--- src/rtl/sba_pkg.sv ---
`timescale 1ns / 1ps
// ----------------------------------------------------------------------------
// sba_pkg
// Shared constants, register indexes and transfer types of the skyline
// block allocator.
// ----------------------------------------------------------------------------
package sba_pkg;

    localparam int MAX_COLUMNS = 256;
    localparam int COL_AW      = (MAX_COLUMNS > 1) ? $clog2(MAX_COLUMNS) : 1;
    localparam int COL_CW      = $clog2(MAX_COLUMNS + 1);

    localparam int HGT_W     = 9;
    localparam int TEX_W     = 13;
    localparam int POS_W     = 14;
    localparam int CHK_W     = 10;
    localparam int LOG_W     = 3;
    localparam int CFG_W     = 9;
    localparam int CFG_IDX_W = 2;

    localparam logic [CFG_IDX_W-1:0] REG_CHUNK_LOG2    = 2'd0;
    localparam logic [CFG_IDX_W-1:0] REG_BLOCK_COLUMNS = 2'd1;
    localparam logic [CFG_IDX_W-1:0] REG_BLOCK_ROWS    = 2'd2;

    localparam logic REQ_ALLOC = 1'b0;
    localparam logic REQ_CLEAR = 1'b1;

    typedef struct packed {
        logic             req_type;
        logic [TEX_W-1:0] width_texels;
        logic [TEX_W-1:0] height_texels;
    } req_t;

    typedef struct packed {
        logic             placed;
        logic [POS_W-1:0] x_texel;
        logic [POS_W-1:0] y_texel;
    } res_t;

endpackage

--- src/rtl/sba_ram.sv ---
`timescale 1ns / 1ps
// ----------------------------------------------------------------------------
// sba_ram
// Generic single-port-write, single-port-read RAM with registered read data.
// ----------------------------------------------------------------------------
module sba_ram #(
    parameter int WIDTH = 8,
    parameter int DEPTH = 256,
    localparam int AW   = (DEPTH > 1) ? $clog2(DEPTH) : 1
) (
    input  logic             aclk,
    input  logic             we,
    input  logic [AW-1:0]    waddr,
    input  logic [WIDTH-1:0] wdata,
    input  logic [AW-1:0]    raddr,
    output logic [WIDTH-1:0] rdata
);

    logic [WIDTH-1:0] mem [DEPTH];

    always_ff @(posedge aclk) begin
        if (we) begin
            mem[waddr] <= wdata;
        end
        rdata <= mem[raddr];
    end

endmodule

--- src/rtl/skyline_block_allocator.sv ---
`timescale 1ns / 1ps
// ----------------------------------------------------------------------------
// skyline_block_allocator
// Skyline rectangle allocator over chunk columns with a height memory.
// ----------------------------------------------------------------------------
// One request is worked at a time; s_ready is high only while the block is
// free. After reset, and for every clear request, the height memory is swept
// to zero at one column a cycle over all MAX_COLUMNS (256) columns before the
// block returns to idle or, for a clear, gives its result. An allocation runs
// a backward pass over the columns that builds per-block suffix maxima, a
// forward pass that evaluates one start column per cycle, and, when the
// rectangle is placed, a write-back of the raised columns one a cycle. Each
// pass is paced by the single read or write port of the height memory.
// Requests that are too wide, or of zero width, skip both passes and go
// straight to the check. A finished result waits in the output register
// without holding back the next request.
// ----------------------------------------------------------------------------
module skyline_block_allocator (
    input  logic                          aclk,
    input  logic                          aresetn,
    input  logic                          cfg_we,
    input  logic [sba_pkg::CFG_IDX_W-1:0] cfg_index,
    input  logic [sba_pkg::CFG_W-1:0]     cfg_wdata,
    input  logic                          s_valid,
    output logic                          s_ready,
    input  sba_pkg::req_t                 s_data,
    output logic                          m_valid,
    input  logic                          m_ready,
    output sba_pkg::res_t                 m_data
);

    import sba_pkg::*;

    typedef enum logic [7:0] {
        ST_INIT  = 8'b0000_0001,
        ST_IDLE  = 8'b0000_0010,
        ST_CLEAR = 8'b0000_0100,
        ST_BACK  = 8'b0000_1000,
        ST_FWD   = 8'b0001_0000,
        ST_CHECK = 8'b0010_0000,
        ST_WRITE = 8'b0100_0000,
        ST_DONE  = 8'b1000_0000
    } state_t;

    function automatic logic [CHK_W-1:0] to_chunks(input logic [TEX_W-1:0] t,
                                                   input logic [LOG_W-1:0] lg);
        logic [TEX_W:0] s;
        s = {1'b0, t} + ((TEX_W+1)'(1) << lg) - (TEX_W+1)'(1);
        return CHK_W'(s >> lg);
    endfunction

    function automatic logic [HGT_W-1:0] hmax(input logic [HGT_W-1:0] a,
                                              input logic [HGT_W-1:0] b);
        return (a > b) ? a : b;
    endfunction

    logic [LOG_W-1:0]  chunk_log2_reg;
    logic [CFG_W-1:0]  block_columns_reg;
    logic [CFG_W-1:0]  block_rows_reg;

    state_t            state_reg, state_next;
    logic [COL_CW-1:0] cnt_reg, cnt_next;
    logic              iss_done_reg, iss_done_next;
    logic              dv_reg, dv_next;
    logic [COL_CW-1:0] kd_reg, kd_next;
    logic [CHK_W-1:0]  seg_reg, seg_next;
    logic [HGT_W-1:0]  suf_reg, suf_next;
    logic [HGT_W-1:0]  pre_reg, pre_next;
    logic [HGT_W-1:0]  best_reg, best_next;
    logic [COL_AW-1:0] pos_reg, pos_next;
    logic              found_reg, found_next;
    logic [CHK_W-1:0]  wc_reg, wc_next;
    logic [CHK_W-1:0]  hc_reg, hc_next;
    res_t              res_reg, res_next;
    res_t              m_data_reg, m_data_next;
    logic              m_valid_reg, m_valid_next;

    logic [LOG_W-1:0]  lg_eff;
    logic [COL_CW-1:0] cols_eff;
    logic [HGT_W-1:0]  rows_eff;
    logic [COL_CW-1:0] cols_m1;
    logic [COL_CW-1:0] cols_m2;
    logic [HGT_W+1:0]  top_sum;

    logic              h_we;
    logic [COL_AW-1:0] h_waddr;
    logic [HGT_W-1:0]  h_wdata;
    logic [HGT_W-1:0]  h_rdata;
    logic              s_we;
    logic              flag_wdata;
    logic              flag_rdata;
    logic [HGT_W-1:0]  suf_wdata;
    logic [HGT_W-1:0]  suf_rdata;
    logic [COL_AW-1:0] suf_raddr;

    logic              seg_zero;
    logic [HGT_W-1:0]  pre_new;
    logic [HGT_W-1:0]  win_max;

    always_comb begin
        if (chunk_log2_reg < LOG_W'(4)) begin
            lg_eff = LOG_W'(4);
        end else if (chunk_log2_reg > LOG_W'(6)) begin
            lg_eff = LOG_W'(6);
        end else begin
            lg_eff = chunk_log2_reg;
        end
        if (32'(block_columns_reg) > MAX_COLUMNS) begin
            cols_eff = COL_CW'(MAX_COLUMNS);
        end else begin
            cols_eff = COL_CW'(block_columns_reg);
        end
        if (block_rows_reg > CFG_W'(256)) begin
            rows_eff = HGT_W'(256);
        end else begin
            rows_eff = HGT_W'(block_rows_reg);
        end
    end

    assign cols_m1 = COL_CW'(32'(cols_eff) - 1);
    assign cols_m2 = COL_CW'(32'(cols_eff) - 2);
    assign top_sum = (HGT_W+2)'(best_reg) + (HGT_W+2)'(hc_reg);

    sba_ram #(.WIDTH(HGT_W), .DEPTH(MAX_COLUMNS)) u_height_ram (
        .aclk  (aclk),
        .we    (h_we),
        .waddr (h_waddr),
        .wdata (h_wdata),
        .raddr (cnt_reg[COL_AW-1:0]),
        .rdata (h_rdata)
    );

    sba_ram #(.WIDTH(1), .DEPTH(MAX_COLUMNS)) u_flag_ram (
        .aclk  (aclk),
        .we    (s_we),
        .waddr (kd_reg[COL_AW-1:0]),
        .wdata (flag_wdata),
        .raddr (cnt_reg[COL_AW-1:0]),
        .rdata (flag_rdata)
    );

    sba_ram #(.WIDTH(HGT_W), .DEPTH(MAX_COLUMNS)) u_suffix_ram (
        .aclk  (aclk),
        .we    (s_we),
        .waddr (kd_reg[COL_AW-1:0]),
        .wdata (suf_wdata),
        .raddr (suf_raddr),
        .rdata (suf_rdata)
    );

    assign suf_raddr = COL_AW'(32'(cnt_reg) + 1 - 32'(wc_reg));

    // backward pass: running suffix maximum per block of wc columns
    assign seg_zero   = (seg_reg == '0);
    assign suf_wdata  = seg_zero ? h_rdata : hmax(h_rdata, suf_reg);
    assign flag_wdata = (seg_zero ? (wc_reg == CHK_W'(1)) : (seg_reg == CHK_W'(1)))
                        || (kd_reg == '0);

    // forward pass: running prefix maximum, window = suffix at start, prefix at end
    assign pre_new = flag_rdata ? h_rdata : hmax(pre_reg, h_rdata);
    assign win_max = hmax(suf_rdata, pre_new);

    assign s_ready = (state_reg == ST_IDLE);
    assign m_valid = m_valid_reg;
    assign m_data  = m_data_reg;

    always_comb begin
        state_next    = state_reg;
        cnt_next      = cnt_reg;
        iss_done_next = iss_done_reg;
        dv_next       = 1'b0;
        kd_next       = kd_reg;
        seg_next      = seg_reg;
        suf_next      = suf_reg;
        pre_next      = pre_reg;
        best_next     = best_reg;
        pos_next      = pos_reg;
        found_next    = found_reg;
        wc_next       = wc_reg;
        hc_next       = hc_reg;
        res_next      = res_reg;
        m_data_next   = m_data_reg;
        m_valid_next  = m_valid_reg && !m_ready;
        h_we          = 1'b0;
        h_waddr       = cnt_reg[COL_AW-1:0];
        h_wdata       = '0;
        s_we          = 1'b0;

        case (state_reg)
            ST_INIT, ST_CLEAR: begin
                h_we = 1'b1;
                cnt_next = COL_CW'(32'(cnt_reg) + 1);
                if (32'(cnt_reg) == MAX_COLUMNS - 1) begin
                    if (state_reg == ST_INIT) begin
                        state_next = ST_IDLE;
                    end else begin
                        res_next   = '{placed: 1'b1, x_texel: '0, y_texel: '0};
                        state_next = ST_DONE;
                    end
                end
            end
            ST_IDLE: begin
                if (s_valid) begin
                    wc_next       = to_chunks(s_data.width_texels, lg_eff);
                    hc_next       = to_chunks(s_data.height_texels, lg_eff);
                    best_next     = rows_eff;
                    found_next    = 1'b0;
                    pos_next      = '0;
                    cnt_next      = '0;
                    iss_done_next = 1'b0;
                    seg_next      = '0;
                    if (s_data.req_type == REQ_CLEAR) begin
                        state_next = ST_CLEAR;
                    end else if (32'(wc_next) >= 32'(cols_eff)) begin
                        state_next = ST_CHECK;
                    end else if (wc_next == '0) begin
                        found_next = 1'b1;
                        pos_next   = COL_AW'(cols_m1);
                        best_next  = '0;
                        state_next = ST_CHECK;
                    end else begin
                        cnt_next   = cols_m1;
                        state_next = ST_BACK;
                    end
                end
            end
            ST_BACK: begin
                if (!iss_done_reg) begin
                    dv_next  = 1'b1;
                    kd_next  = cnt_reg;
                    cnt_next = COL_CW'(32'(cnt_reg) - 1);
                    if (cnt_reg == '0) begin
                        iss_done_next = 1'b1;
                    end
                end
                if (dv_reg) begin
                    s_we     = 1'b1;
                    suf_next = suf_wdata;
                    seg_next = seg_zero ? CHK_W'(32'(wc_reg) - 1) : CHK_W'(32'(seg_reg) - 1);
                    if (kd_reg == '0) begin
                        cnt_next      = '0;
                        iss_done_next = 1'b0;
                        state_next    = ST_FWD;
                    end
                end
            end
            ST_FWD: begin
                if (!iss_done_reg) begin
                    dv_next = 1'b1;
                    kd_next = cnt_reg;
                    if (cnt_reg == cols_m2) begin
                        iss_done_next = 1'b1;
                    end else begin
                        cnt_next = COL_CW'(32'(cnt_reg) + 1);
                    end
                end
                if (dv_reg) begin
                    pre_next = pre_new;
                    if ((32'(kd_reg) + 1 >= 32'(wc_reg)) && (win_max < best_reg)) begin
                        best_next  = win_max;
                        pos_next   = COL_AW'(32'(kd_reg) + 1 - 32'(wc_reg));
                        found_next = 1'b1;
                    end
                    if (kd_reg == cols_m2) begin
                        state_next = ST_CHECK;
                    end
                end
            end
            ST_CHECK: begin
                cnt_next = '0;
                if (found_reg && (top_sum <= (HGT_W+2)'(rows_eff))) begin
                    res_next.placed  = 1'b1;
                    res_next.x_texel = POS_W'(32'(pos_reg) << lg_eff);
                    res_next.y_texel = POS_W'(32'(best_reg) << lg_eff);
                    state_next = (wc_reg == '0) ? ST_DONE : ST_WRITE;
                end else begin
                    res_next   = '{placed: 1'b0, x_texel: '0, y_texel: '0};
                    state_next = ST_DONE;
                end
            end
            ST_WRITE: begin
                h_we     = 1'b1;
                h_waddr  = COL_AW'(32'(pos_reg) + 32'(cnt_reg));
                h_wdata  = HGT_W'(top_sum);
                cnt_next = COL_CW'(32'(cnt_reg) + 1);
                if (32'(cnt_reg) + 1 == 32'(wc_reg)) begin
                    state_next = ST_DONE;
                end
            end
            ST_DONE: begin
                if (!m_valid_reg || m_ready) begin
                    m_data_next  = res_reg;
                    m_valid_next = 1'b1;
                    state_next   = ST_IDLE;
                end
            end
            default: begin
                state_next = ST_INIT;
                cnt_next   = '0;
            end
        endcase
    end

    always_ff @(posedge aclk) begin
        if (!aresetn) begin
            chunk_log2_reg    <= LOG_W'(6);
            block_columns_reg <= CFG_W'(64);
            block_rows_reg    <= CFG_W'(64);
            state_reg         <= ST_INIT;
            cnt_reg           <= '0;
            iss_done_reg      <= 1'b0;
            dv_reg            <= 1'b0;
            m_valid_reg       <= 1'b0;
        end else begin
            if (cfg_we) begin
                case (cfg_index)
                    REG_CHUNK_LOG2:    chunk_log2_reg    <= cfg_wdata[LOG_W-1:0];
                    REG_BLOCK_COLUMNS: block_columns_reg <= cfg_wdata;
                    REG_BLOCK_ROWS:    block_rows_reg    <= cfg_wdata;
                    default: begin
                    end
                endcase
            end
            state_reg    <= state_next;
            cnt_reg      <= cnt_next;
            iss_done_reg <= iss_done_next;
            dv_reg       <= dv_next;
            m_valid_reg  <= m_valid_next;
        end
    end

    always_ff @(posedge aclk) begin
        kd_reg     <= kd_next;
        seg_reg    <= seg_next;
        suf_reg    <= suf_next;
        pre_reg    <= pre_next;
        best_reg   <= best_next;
        pos_reg    <= pos_next;
        found_reg  <= found_next;
        wc_reg     <= wc_next;
        hc_reg     <= hc_next;
        res_reg    <= res_next;
        m_data_reg <= m_data_next;
    end

endmodule

--- config.mk ---
export PLATFORM = sky130hd
export DESIGN_NAME = skyline_block_allocator
export DESIGN_NICKNAME = d
export VERILOG_FILES = /design/src/rtl/sba_pkg.sv /design/src/rtl/sba_ram.sv /design/src/rtl/skyline_block_allocator.sv
export SDC_FILE = /design/constraint.sdc
export NUM_CORES = 2
export LEC_CHECK = 0
export BUFFER_PORTS_ARGS = -buffer_cell sky130_fd_sc_hd__buf_2
export CORE_UTILIZATION = 45
export CTS_CLUSTER_DIAMETER = 40
export CTS_CLUSTER_SIZE = 16
export DETAILED_ROUTE_END_ITERATION = 10
export GPL_TIMING_DRIVEN = 0
export HOLD_SLACK_MARGIN = 0.08
export PLACE_DENSITY_LB_ADDON = 0.12
export SYNTH_ARGS = -nofsm -noshare
export SYNTH_HDL_FRONTEND = slang
export SYNTH_MEMORY_MAX_BITS = 65536
export SYNTH_SLANG_ARGS = --single-unit
--- constraint.sdc ---
create_clock -name aclk -period 12.9 [get_ports aclk]
set_input_delay 0.645 -clock aclk [delete_from_list [all_inputs] [get_ports aclk]]
set_output_delay 0.645 -clock aclk [all_outputs]
set_load 0.1 [all_outputs]
After elaboration in Yosys (flattened, before gate mapping)

Memories as Yosys holds them, arrays and structs flattened. A register that Yosys moved wholly into a read port is not among the register bits.
Cells that the tools add are included.
W data, S select, Z words.

Register bits: 174
Bits in latches: 0
Memories: 3
Memory bits (read-only): 0
Memory bits (writable): 4864

Memory list:

| memory           | depth | bits a word | rd ports | clocked after Yosys merged registers in | wr ports | RTL line      | RTL |
|---|---|---|---|---|---|---|---|
| u_height_ram.mem | 256   | 9           | 1        | 1                                       | 1        | sba_ram.sv:19 | `logic [WIDTH-1:0] mem [DEPTH];` |
| u_suffix_ram.mem | 256   | 9           | 1        | 1                                       | 1        | sba_ram.sv:19 |  |
| u_flag_ram.mem   | 256   | 1           | 1        | 1                                       | 1        | sba_ram.sv:19 |  |

Shift-type cells: 5
Div/mod/pow operators: 0
Eq/ne operators: 28
$mul: 0
Multiplexer cells: 84
Add/sub/neg operators: 15
Reductions and logical operators: 35
Bitwise gates (word level): 2
Magnitude comparators: 11

Operators with widths:

| cell                    | count |
|---|---|
| $mux W9                 | 23 |
| $mux W8                 | 18 |
| $mux W29                | 3 |
| $pmux W29 S2            | 1 |
| $pmux W8 S7             | 1 |
| $pmux W9 S5             | 1 |
| $logic_not A10 Y1       | 3 |
| $mux W10                | 3 |
| $add A13 B14 Y14        | 2 |
| $shr A14 B3 Y10         | 2 |
| $sub A14 B1 Y14 const B | 2 |
| $gt A9 B9 Y1            | 3 |
| $mux W1                 | 24 |
| $ne A2 B2 Y1 const B    | 12 |
| $add A9 B1 Y10 const B  | 2 |
| $eq A10 B1 Y1 const B   | 2 |
| $pmux W10 S2            | 1 |
| $reduce_and A2 Y1       | 10 |
| $sub A10 B1 Y10 const B | 2 |
| $eq A9 B9 Y1            | 2 |
| $gt A9 B9 Y1 const B    | 2 |
| $logic_not A9 Y1        | 2 |
| $mux W6                 | 3 |
| $pmux W9 S2             | 1 |
| 42 further kinds        | 55 |

Depth between registers and ports, before layout

Depth after elaboration: 13
Mapped depth: 28
Gate-level depth less buffers: 27

Modules after synthesis

Synthesis repeated with hierarchy kept, for this count alone.

Cells, all modules: 10719
Area, all modules: 202940.9 µm²

Modules (own cells, without submodules):

| module                      | instances | cells an instance | area each (µm²) |
|---|---|---|---|
| sba_ram at u_height_ram ... | 2         | 4237              | 89278.1 |
| skyline_block_allocator     | 1         | 1457              | 13256.5 |
| sba_ram at u_flag_ram       | 1         | 788               | 11128.2 |

Least setup slack after synthesis

No wires, ideal clock.

Path type: reg2reg
Start: reg suf_reg[1]
End: reg suf_reg[1] (data pin)
Stages on the path, launching flop included: 14
Arrival: 9428 ps
Data required time: 11261 ps
Path buffers: 1
Slack: 1833 ps
Path through: edfxtp_1 > inv_1 > ha_1 > nor2b_1 > o21a_1 > o21a_1 > o21ai_0 > nand2b_1 > a21oi_1 > o21ai_0 > a21oi_1 > o21a_1 > clkbuf_1 > mux2i_1

Longest elaborated chain between the ends: 3

Ends and longest elaborated chain:

| element                | RTL line                       | RTL |
|---|---|---|
| from (decl)            | skyline_block_allocator.sv:67  | `logic [HGT_W-1:0] suf_reg, suf_next;` |
| from (signal assigned) | skyline_block_allocator.sv:335 | `suf_reg <= suf_next;` |
| $gt A9 B9 Y1           | skyline_block_allocator.sv:54  | `return (a > b) ? a : b;` |
| $mux W9 (*)            | skyline_block_allocator.sv:54  |  |
| $mux W9 (*)            | skyline_block_allocator.sv:155 | `assign suf_wdata = seg_zero ? h_rdata : hmax(h_rdata, suf_reg);` |
| via suf_wdata[1]       | skyline_block_allocator.sv:92  | `logic [HGT_W-1:0] suf_wdata;` |

Mark *: on every way through the listed nets, which the timed path passes. The rest lies on a longest branch.
A chain may end at the register's enable or synchronous reset.

Worst setup path in the final report

Start: reg cnt_reg[0]
End: reg u_suffix_ram.rdata[2] (read register of u_suffix_ram.mem)

Longest elaborated chain between the ends: 2

Ends and longest elaborated chain:

| element                | RTL line                       | RTL |
|---|---|---|
| from (decl)            | skyline_block_allocator.sv:62  | `logic [COL_CW-1:0] cnt_reg, cnt_next;` |
| from (signal assigned) | skyline_block_allocator.sv:325 | `cnt_reg <= cnt_next;` |
| $add A9 B1 Y10         | --                             |  |
| $sub A8 B8 Y8          | skyline_block_allocator.sv:151 | `assign suf_raddr = COL_AW'(32'(cnt_reg) + 1 - 32'(wc_reg));` |
| to (decl)              | sba_ram.sv:16                  | `output logic [WIDTH-1:0] rdata` |

Every way passes these cells.

==> results_dict.tcl <==
set metrics [dict create \
    syn_area_per_cell_sq_um 22.2 \
    groute.usage.overall_pct 28.4 \
    finalWorstPathRequiredPeriod_ps 9520 \
    cts_buffer_depth 4 \
    dieWidth_microns 669 \
    antenna_found_initial 56 \
    io-pin-count 74 \
    cts.sink_count 5057 \
    layout-area-overhead-vs-synth_pct 16.8 \
    final_cell_mix "edfxtp_1 (4997), mux4_2 (1595), clkbuf_16 (636), nor2_1 (597), clkbuf_1 (302)" \
    maxClockFrequency_mhz 105 \
    total_power_mw 53.4 \
    die_area_sq_um 447000 \
    run_status "finished, violations left" \
    postRouteWirelength_microns 636000 \
    origin_of_the_worst_min_delay_path "s_data[25]" \
    crit-reg2reg-capture "u_suffix_ram.rdata[2]" \
    clock-skew-final_ps 43.5 \
    path_clk_slew_ps 60 \
    worst_skew_pair.late_latency_ps 1090 \
    worst_setup_path_start_kind "flip-flop" \
    routed_length_on_met2_microns 303000 \
    pin_count_of_the_biggest_net_entering_global_routing 141 \
    tritoncts "yes" \
    postSynth.asyncResetShare_pct 0 \
    rsz0062_at_grt "false" \
    synth_seq_cells 5057 \
    layout.cells.most_common "edfxtp_1" \
    initial_core_util_pct 45.2 \
    violations "capacitance limit, slew limit" \
    first_global_vias 100000 \
    overflow 0 \
    launch_point_of_the_worst_reg_to_reg_path "cnt_reg[0]" \
    hpwlAfterDp_microns 445000 \
    cellLeakagePower_nw 78.2 \
    most_used_dff_post_synth "edfxtp_1" \
    tns_ps 0 \
    syn_inst 9019 \
    synth_cell_type_count 78 \
    detail_route.wl_per_cell_microns 38.8 \
    critical_path_peak_fanout 10 \
    ant_nets 0 \
    power.ir.vdd_worst_mv 0.197 \
    multiInputGateArea_sq_um 46700 \
    largest_registers "u_height_ram.mem (2304), u_suffix_ram.mem (2304), u_flag_ram.mem (256)" \
    maxUsedRoutingLayer "met5" \
    hold_path_class "input port to flip-flop" \
    cts_max_level 6 \
    whs_ps 221 \
    wirelength_met1_microns 243000 \
    routed_via_density 6.25 \
    worst-setup-path-type "flip-flop to flip-flop" \
    cts_buffers 624 \
    worst_slew_margin_rel_pct -7.13 \
    max_slew_violation_count 63 \
    max_cap_viol_count 6 \
    drtIter0Drc 15000 \
    utilization_pct 52.8 \
    setup_violations 0 \
    placement.io_buffers 73 \
    drc_errors 0 \
    seq_area_frac_synth_pct 75.7 \
    std_cell_rows 244 \
    endpoint_kind "flip-flop" \
    drt_pre_antenna_iters 6 \
    nNetsFinal 10100 \
    ys_warn_count 0 \
    p_per_area_nw_per_um2 229 \
    route.vias.total 102000 \
    synth_edf_count 4997 \
    critPathRequiredTime_ps 13800 \
    hold_violations 0 \
    final_layout_size_suffix_gt1_share_pct 29.7 \
    layout.filler_cells 34200 \
    timing.reg2reg.setup_slack_ps 3380 \
    min_period_over_period_pct 73.8 \
    core_area_sq_um 442000 \
    die_h_microns 669 \
    routed-wl-met3_microns 56000 \
    worst_pin_slew_ps 1610 \
    flip_flop_and_latch_area_sq_um 151000 \
    clock-root-buffer "clkbuf_16" \
    worst_case_hold_path_end_point "wc_reg[8]" \
    cp.arrival_ps 10410 \
    gp_congestion 0.915 \
    grt_first_pass_wirelength_microns 858000 \
    postCtsResizedCells 0 \
    hold_depth 4 \
    post_synth_instance_area_sq_um 200000 \
    rr_worst_depth 14 \
]
## logic make-up after synthesis
| kind of cell | after synthesis | share of synthesized area [%] |
|---|---|---|
| muxes | 1652 | 18.3 |
| other | 2 | 0.00376 |
| buffers and inverters | 616 | 1.17 |
| AOI/OAI and AO/OA | 354 | 1.18 |
| and+or+nand+nor | 1109 | 2.45 |
| xor gates and xnor gates | 89 | 0.390 |
| adders and majority gates | 140 | 0.899 |
| DFF | 5057 | 75.7 |
## critical path, stage by stage, from the launching register on
cell and delay, ps:
dfxtp_1 550, clkbuf_1 840, buf_2 670, buf_2 570, buf_12 250, inv_1 140, ha_1 430, fa_1 530
clkbuf_1 800, clkbuf_1 970, clkbuf_1 1060, mux4_2 450, mux4_2 550, mux4_2 650, mux4_2 650
## layout make-up
cell class                      instances  share of cell area [%]
Timing Repair Buffer                  260                    1.81
Sequential cell                      5057                    64.8
Buffer                                478                   0.842
Tap cell                             5904                    3.16
Clock inverter                        460                    2.25
Inverter                              138                   0.222
Multi-Input combinational cell       3356                    20.0
Antenna cell                           35                  0.0375
Clock buffer                          691                    6.93
## Yosys cell counts, types with 5 or more instances
library cell | number | area share [%]
and2_1 | 37 | 0.12
mux2_2 | 12 | 0.068
a311oi_1 | 15 | 0.066
fa_1 | 6 | 0.060
buf_1 | 152 | 0.29
o21ai_0 | 68 | 0.17
nor2_1 | 601 | 1.1
nand4_1 | 16 | 0.050
o22ai_1 | 6 | 0.019
inv_1 | 133 | 0.25
a21o_1 | 28 | 0.11
a21oi_1 | 86 | 0.22
mux4_2 | 1595 | 18
o21a_1 | 13 | 0.049
nand2b_1 | 17 | 0.053
nor3b_1 | 12 | 0.045
o21bai_1 | 11 | 0.041
buf_2 | 16 | 0.040
edfxtp_1 | 4997 | 75
nor3_1 | 40 | 0.10
a22o_1 | 6 | 0.026
nand3b_1 | 13 | 0.049
a31oi_1 | 27 | 0.084
nand2_1 | 225 | 0.42
dfxtp_1 | 60 | 0.60
a211oi_1 | 26 | 0.098
nand3_1 | 30 | 0.075
and3_1 | 12 | 0.038
a22oi_1 | 9 | 0.034
or4_1 | 7 | 0.026
mux2i_1 | 45 | 0.23
clkbuf_1 | 309 | 0.58
xor2_1 | 17 | 0.074
o2bb2ai_1 | 5 | 0.022
xnor2_1 | 72 | 0.32
nor4_1 | 12 | 0.038
o31ai_1 | 7 | 0.026
nor2b_1 | 54 | 0.17
a221o_1 | 7 | 0.035
or3_1 | 8 | 0.025
ha_1 | 134 | 0.84
## where the power goes
group          internal [mW]  total (mW)  switching (mW)
clock                   10.5        18.0            7.42
sequential              19.0        19.0          0.0743
combinational           6.08        16.4            10.4
## worst max path at each step
stage / endpoint / cells after the start / startpoint / slack (ps)
3_5_place_dp: u_suffix_ram.rdata[2] / 14 / cnt_reg[0] / 3410
5_1_grt: u_suffix_ram.rdata[2] / 14 / cnt_reg[0] / 3590
3_3_place_gp: u_suffix_ram.mem[180][1] / 13 / suf_reg[1] / -10190
2_1_floorplan: suf_reg[1] / 13 / suf_reg[1] / 1830
6_report: u_suffix_ram.rdata[2] / 14 / cnt_reg[0] / 3380
4_1_cts: u_suffix_ram.rdata[2] / 14 / cnt_reg[0] / 3390
## per-layer routing
metal | global-route usage [%] | up-vias
li1 | - | 40000
met1 | 37.8 | 55600
met2 | 45.1 | 5587
met3 | 6.03 | 1152
met4 | 13.3 | 8
met5 | 0 | -
## stage by stage
step	cells	instance area (sq um)	setup slack, ps
2_1_floorplan	9029	200000	1830
3_3_place_gp	15000	208000	-10190
3_5_place_dp	15200	212000	3410
4_1_cts	16300	233000	3390
5_1_grt	16300	233000	3590
6_report	16400	234000	3380
## timing repair
item	CTS	global route
setup buffers	0	0
hold buffers	19	0
hold endpoints to repair	28	0
No activity file was read; power rests on OpenSTA's default activity.
